## config.mk

```make
export PLATFORM = sky130hd
export DESIGN_NAME = ffpa_div
export DESIGN_NICKNAME = d
export VERILOG_FILES = /design/src/design/ffpa_pkg.sv /design/src/design/ffpa_div.sv
export SDC_FILE = /design/constraint.sdc
export NUM_CORES = 1
export LEC_CHECK = 0
export BUFFER_PORTS_ARGS = -buffer_cell sky130_fd_sc_hd__buf_2
export CAP_MARGIN = 20
export CORE_MARGIN = 3
export CORE_UTILIZATION = 25
export CTS_CLUSTER_DIAMETER = 100
export DETAILED_ROUTE_END_ITERATION = 16
export PLACE_DENSITY_LB_ADDON = 0.12
export SYNTH_ARGS = -nofsm -noshare
export SYNTH_HDL_FRONTEND = slang
export SYNTH_SLANG_ARGS = --single-unit
```

## constraint.sdc

```tcl
create_clock -name i_clk -period 3.45 [get_ports i_clk]
set_input_delay 0.69 -clock i_clk [delete_from_list [all_inputs] [get_ports i_clk]]
set_output_delay 0.69 -clock i_clk [all_outputs]
set_load 0.05 [all_outputs]
```

## src/design/ffpa_pkg.sv

```systemverilog
package ffpa_pkg;

    localparam int MaxEntriesDef = 128;
    localparam int UtilCap = 100;

    // Function codes of an input word.
    localparam logic FUNC_ALLOC = 1'b0;
    localparam logic FUNC_CLEAR = 1'b1;

    // Register indexes on the configuration port.
    localparam logic REG_POOL_BASE = 1'b0;
    localparam logic REG_POOL_WORDS = 1'b1;

    typedef enum logic [3:0] {
        t_IDLE,
        t_RD,
        t_SCAN,
        t_TAIL,
        t_SHIFT_RD,
        t_SHIFT_WR,
        t_COMMIT,
        t_DIV,
        t_DONE
    } t_state;

    // Start and issue of the utilisation divider.
    typedef struct packed {
        logic        start;
        logic [22:0] dividend;
        logic [15:0] divisor;
    } t_div_req;

    typedef struct packed {
        logic       busy;
        logic [6:0] quot;
    } t_div_rsp;

endpackage

```

## src/design/ffpa_div.sv

```systemverilog
module ffpa_div
    import ffpa_pkg::*;
(
    input  logic     i_clk,
    input  logic     i_rst_n,
    input  t_div_req i_req,
    output t_div_rsp o_rsp
);

    // Restoring division, one quotient bit a cycle; quotient saturates at the cap.
    logic [22:0] r_rem, n_rem;
    logic [22:0] r_quo, n_quo;
    logic [22:0] r_dvd, n_dvd;
    logic [15:0] r_dvs, n_dvs;
    logic [4:0]  r_cnt, n_cnt;
    logic        r_busy, n_busy;
    logic [23:0] w_trial;

    always_comb begin
        n_rem  = r_rem;
        n_quo  = r_quo;
        n_dvd  = r_dvd;
        n_dvs  = r_dvs;
        n_cnt  = r_cnt;
        n_busy = r_busy;
        w_trial = {r_rem, r_dvd[22]} - {8'd0, r_dvs};
        if (i_req.start) begin
            n_rem  = '0;
            n_quo  = '0;
            n_dvd  = i_req.dividend;
            n_dvs  = i_req.divisor;
            n_cnt  = 5'd23;
            n_busy = 1'b1;
        end else if (r_busy) begin
            n_dvd = {r_dvd[21:0], 1'b0};
            if (!w_trial[23]) begin
                n_rem = w_trial[22:0];
                n_quo = {r_quo[21:0], 1'b1};
            end else begin
                n_rem = {r_rem[21:0], r_dvd[22]};
                n_quo = {r_quo[21:0], 1'b0};
            end
            n_cnt = r_cnt - 5'd1;
            if (r_cnt == 5'd1) begin
                n_busy = 1'b0;
            end
        end
    end

    always_ff @(posedge i_clk) begin
        if (!i_rst_n) begin
            r_busy <= 1'b0;
            r_cnt  <= '0;
        end else begin
            r_busy <= n_busy;
            r_cnt  <= n_cnt;
        end
        r_rem <= n_rem;
        r_quo <= n_quo;
        r_dvd <= n_dvd;
        r_dvs <= n_dvs;
    end

    assign o_rsp.busy = r_busy | i_req.start;
    assign o_rsp.quot = (r_quo > 23'(UtilCap)) ? 7'(UtilCap) : r_quo[6:0];

endmodule

```

Word level (Yosys, flattened, before mapping):

Cells that the tools add are included.

* register bits: 91
* bits of input ports: 42
* output and inout bits: 8
* logic and storage cells: 25

* $add $sub $neg: 2
* magnitude comparators: 1
* eq/ne operators: 1
* muxes and demuxes: 10
* bitwise logic cells: 2
* reductions and logical operators: 2

Operator list (number)
* $mux 23: 3
* $sub 24x16->24: 1
* $gt 23x7->1 const B: 1
* $mux 5: 2
* $mux 7: 1
* $eq 5x1->1 const B: 1
* $sub 5x1->5 const B: 1
* $mux 1: 4
* $reduce_bool 2->1: 1
* $reduce_or 2->1: 1
* $not 1->1: 1
* $or 1x1->1: 1

Longest topological paths before layout:

* depth in word-level cells: 4
* depth in mapped cells: 11
* gate-level depth less buffers: 11

Least setup slack after synthesis:

Ideal clock, no wire load.

* path type: register to register
* start: register r_dvs[10]
* end: register r_rem[20]
* setup time: 125 ps
* data arrival time: 2397 ps
* data required time: 3325 ps
* path slack: 928 ps
* cell stages (with the launch flop): 11
* buffers on the path: 1
* clock period less this slack: 2522 ps
* cell sequence: edfxtp_1 inv_1 ha_1 buf_2 a21o_1 a31o_1 a221oi_2 nand4b_1 a2111oi_2 xnor2_1 o21ai_1

* word-level cells in the longest chain between the ends: 2

Ends and longest elaborated chain
* start: declaration: line ffpa_div.sv:14 `logic [15:0] r_dvs, n_dvs;`
* start signal: assignment: line ffpa_div.sv:61 `r_dvs <= n_dvs;`
* $sub 24x16->24: line ffpa_div.sv:26 `w_trial = {r_rem, r_dvd[22]} - {8'd0, r_dvs};`
* $mux 23: line ffpa_div.sv:36 `if (!w_trial[23]) begin`
* end signal: assignment: line ffpa_div.sv:58 `r_rem <= n_rem;`
* end: declaration: line ffpa_div.sv:11 `logic [22:0] r_rem, n_rem;`

Every way passes these cells.
A chain may end at the register's enable or synchronous reset.

Worst setup path in the final report:

* start: register r_dvs[8]
* end: register r_rem[13]

Same word-level chain as after synthesis.

==> results.md <==
Timing:
- The number of max-slew violations in the final report came to 0.
- For the pin with the worst max-slew slack, the measured transition is roughly 0.86 ns.
- The setup clock skew after layout is between 0.009 and 0.01 ns.
- The setup slack after layout is ~0.64 ns.
- The final count of negative-setup-slack endpoints is 0.
- The normalized max-slew margin is a little over two fifths.
- The setup TNS after final layout is 0 ns.
- Setup repair after global routing left no endpoint under its margin.
- The final critical-path share of the clock period is 81.33%.
- The number of endpoints with negative hold slack in the final report is 0.
- The maximum clock frequency is around 360 MHz.
- The worst path needs about 2.8 ns of the cycle, external delays included.

GRT:
- The global routing stage identified its most utilized layer as met2.
- Entering global routing, the biggest net connects just over 70 pins.
- The total global routing track utilization is around a tenth.
- The first global-routing pass estimated between 15 and 20 mm of wire.
- The remaining global-route overflow is 0.
- The met3 demand-to-capacity share in global routing is between 3 and 4%.
- The via count of the first global-routing pass is approximately 3500.
- The initial antenna violation count is 0.
- The fraction of met1 tracks used by global routing is 13.54%.
- The met2 usage is between 15 and 20%.

Layout:
- The fill cell instance count of the final layout is slightly below 2000.
- The number of standard cells in the final layout excluding fillers is slightly above 700.
- Cells with a size suffix above 1 make up about 22% of the layout.
- The net count reported at finish is ~550.
- The repair_antennas step left the layout with diodes totalling 0.
- From synthesis to final layout, the design area changed by 16.59%.

Critical path:
- The master of the slowest instance on the critical path is sky130_fd_sc_hd__or4_1.
- For this run, the slowest stage of the critical path takes 0.49 ns.
- STA puts the critical path data required time at approximately 3.7 ns.
- The largest fanout on the critical path is 6.
- The critical path is of the register to register type.
- Traced cell by cell, the critical path runs through inv_1 -> ha_1 -> a21o_1 -> a31o_1 -> a221oi_2 -> nand2_4 -> xnor2_1 -> buf_4 -> or4_1 -> nand3_1.
- STA classifies the critical path endpoint as a register.
- The type of origin of the critical path is a register.
- Data arrives at the worst endpoint at 3.10 ns.

Routing:
- The routed via count is ~3400.
- The number of routed nets with antenna violations is 0.
- The first detailed-routing pass took 4 iterations.
- After the first detailed-routing iteration, the DRC count stood at roughly 200.
- Dividing the detail-routed wire length by the instance count gives roughly 14 um.
- The count of unresolved DRC violations after routing is 0.
- The routed wire length is 10.40 mm.
- The via density per instance is roughly 4.7.

Clock tree:
- TritonCTS built the clock tree.
- The H-tree was split into 3 levels.
- CTS saw just over 90 sinks.
- The number of resized instances in the post-cts repair step is 0.
- In this run the deepest clock path goes through 2 buffers.
- After clock tree synthesis, the flow added hold-fix buffers numbering 0.
- The later pin in the worst-skew pair is clocked with a latency of ~0.35 ns.
- The clock root buffer is sky130_fd_sc_hd__clkbuf_16.
- The clock buffer count from CTS is 9.
- The post-CTS setup buffer count is 0.
- Clock-pin slew was measured on the worst setup and hold paths at ~0.070 ns.

Pwr:
- The total power per unit cell area is between 600 and 700 mW/mm2.
- The analysis attributes to cell leakage a power of approximately 0.0023 uW.
- Overall power consumption after layout is estimated at 3723 uW.
- The worst-case IR drop observed on VDD is between 0.0003 and 0.0004 V.

Synth:
- The number of nets handed over by synthesis was 509.
- The cell area that synthesis handed to floorplanning was roughly 0.0047 mm2.
- Yosys attributes the largest share of cell area to sky130_fd_sc_hd__edfxtp_1, sky130_fd_sc_hd__dfxtp_1, sky130_fd_sc_hd__mux2i_1.
- The warning count from the yosys run is 0.
- Of the synthesized area, sequential elements account for a little under half.
- Ranked by instance count, the synthesized netlist is headed by sky130_fd_sc_hd__dfxtp_1, sky130_fd_sc_hd__nor2_1, sky130_fd_sc_hd__edfxtp_1, sky130_fd_sc_hd__mux2i_1, sky130_fd_sc_hd__nand2_1.
- Yosys mapped the design onto 62 distinct sky130hd cell types.
- sky130_fd_sc_hd__edfxtp_1 takes more of the synthesized area than any other cell.
- The instance count of the mapped netlist is between 400 and 500.
- The proportion of register bits with asynchronous set or reset after synthesis is 0%.
- In the synthesized netlist the dominant register cell turns out to be sky130_fd_sc_hd__dfxtp_1.
- The area share of the largest cell type after synthesis is between 20 and 25%.
- The number of enable flip-flop cells after synthesis is 39.
- Dividing the synthesized area by the synthesized cell count gives between 10 and 15 um2.
- The number of storage elements in the synthesis netlist is just over 90.

Die:
- The floorplan step set the die width to approximately 140 um.
- The core region is ~0.018 mm2.
- Once the floorplan was initialized, standard cells occupied between 20% and 30% of the core.
- The die outline height is 143.5 um.
- The floorplan row count is between 40 and 50.
- The number of top-level design ports is 50.
- The floorplan step defined a die boundary enclosing about 0.021 mm2.

Run:
- The tool flagged a number of max-cap violations equal to 0.

Placement:
- Detailed placement finished with a half-perimeter wire length of approximately 7.3 mm.
- During placement, the flow inserted port buffers numbering 49.
- Including well taps, the total number of placed cells is 711.
- At the end of routability-driven placement, the weighted congestion stood at between 0.8 and 0.9.
- The post-place setup slack is about 0.66 ns.

Min path:
- The path class of the tightest hold or removal check is register to register.

Outcome:
- The run finished with clean final reports.
critical path: cells and delay by family, from the launching register on:
family	cells	cell delay (ns)
AO/OA/AOI/OAI	3	0.89
AND/OR/NAND/NOR	3	0.70
flip-flops	1	0.38
adder cells (fa/ha/maj)	1	0.28
buffers and inverters	2	0.27
XOR/XNOR	1	0.21
power by group:
| part | total (uW) | internal (uW) | switching, uW |
|---|---|---|---|
| sequential | 1370 | 1250 | 111 |
| clock | 1000 | 516 | 485 |
| combinational | 1360 | 605 | 751 |
final timing paths:
check,to,depth (start not counted),slack (ns),start
max,r_rem[13],10,0.64,r_dvs[8]
min,r_rem[2],2,0.49,r_rem[2]
max reg2reg,r_rem[13],10,0.64,r_dvs[8]
min reg2reg,r_rem[2],2,0.49,r_rem[2]
metrics by stage:
step | cell area [um2] | utilization (%) | hold slack, ns
floorplan | 4728 | - | 0.4526
global placement | 5214 | 28.54 | 0.4812
detailed placement | 5214 | 28.54 | 0.4873
CTS | 5513 | 30.17 | 0.4904
global route | 5513 | 30.17 | 0.4928
finish | 5513 | 30.17 | 0.4911
cells in the final DEF, fill, tap and decap left out, types with 5 or more instances in the layout:
cell                        synthesis  routed
sky130_fd_sc_hd__xor2_1             5       5
sky130_fd_sc_hd__and2_1             6       6
sky130_fd_sc_hd__nand2_1           27      27
sky130_fd_sc_hd__o21a_1             8       8
sky130_fd_sc_hd__buf_2              2      49
sky130_fd_sc_hd__nand3_1            9       9
sky130_fd_sc_hd__nor4_1             5       5
sky130_fd_sc_hd__a31oi_1            5       5
sky130_fd_sc_hd__buf_4              0       8
sky130_fd_sc_hd__clkbuf_16          0       9
sky130_fd_sc_hd__mux2_2            22      22
sky130_fd_sc_hd__ha_1              18      18
sky130_fd_sc_hd__a21oi_1           14      14
sky130_fd_sc_hd__xnor2_1           14      14
sky130_fd_sc_hd__inv_1             23      23
sky130_fd_sc_hd__dfxtp_1           52      51
sky130_fd_sc_hd__edfxtp_1          39      39
sky130_fd_sc_hd__a211oi_1          12      12
sky130_fd_sc_hd__o21ai_0            8       8
sky130_fd_sc_hd__mux2i_1           37      37
sky130_fd_sc_hd__nor2_1            52      52
layer usage:
metal	vias up	share of wire (%)
li1	1716	-
met1	1592	47
met2	68	46
met3	9	5.4
met4	0	1.1
met5	-	0
kinds of logic (layout without fill, tap and decap cells):
logic type | after synthesis | after routing | synth area share, %
AOI/OAI and AO/OA | 83 | 83 | 13.36
muxes | 59 | 59 | 13.07
xor gates and xnor gates | 20 | 20 | 4.102
buffers and inverters | 46 | 96 | 4.101
adders and majority gates | 19 | 19 | 5.187
and+or+nand+nor | 130 | 130 | 13.39
DFF | 91 | 91 | 46.78
flip-flops by register name, summed over array words and instances (netlist names):
register,flops
r_rem,23
r_dvd,23
r_dvs,16
r_cnt,5
r_quo,23
r_busy,1
cell type report:
type                            count  area (um2)  area share (%)
Multi-Input combinational cell    311        2322           42.12
Sequential cell                    91        2213           40.15
Timing Repair Buffer               57       305.3           5.538
Tap cell                          229       286.5           5.197
Clock buffer                        9       225.2           4.085
Inverter                           23       86.33           1.566
Clock inverter                      7       73.82           1.339
Power figures use the tool's default switching activity.
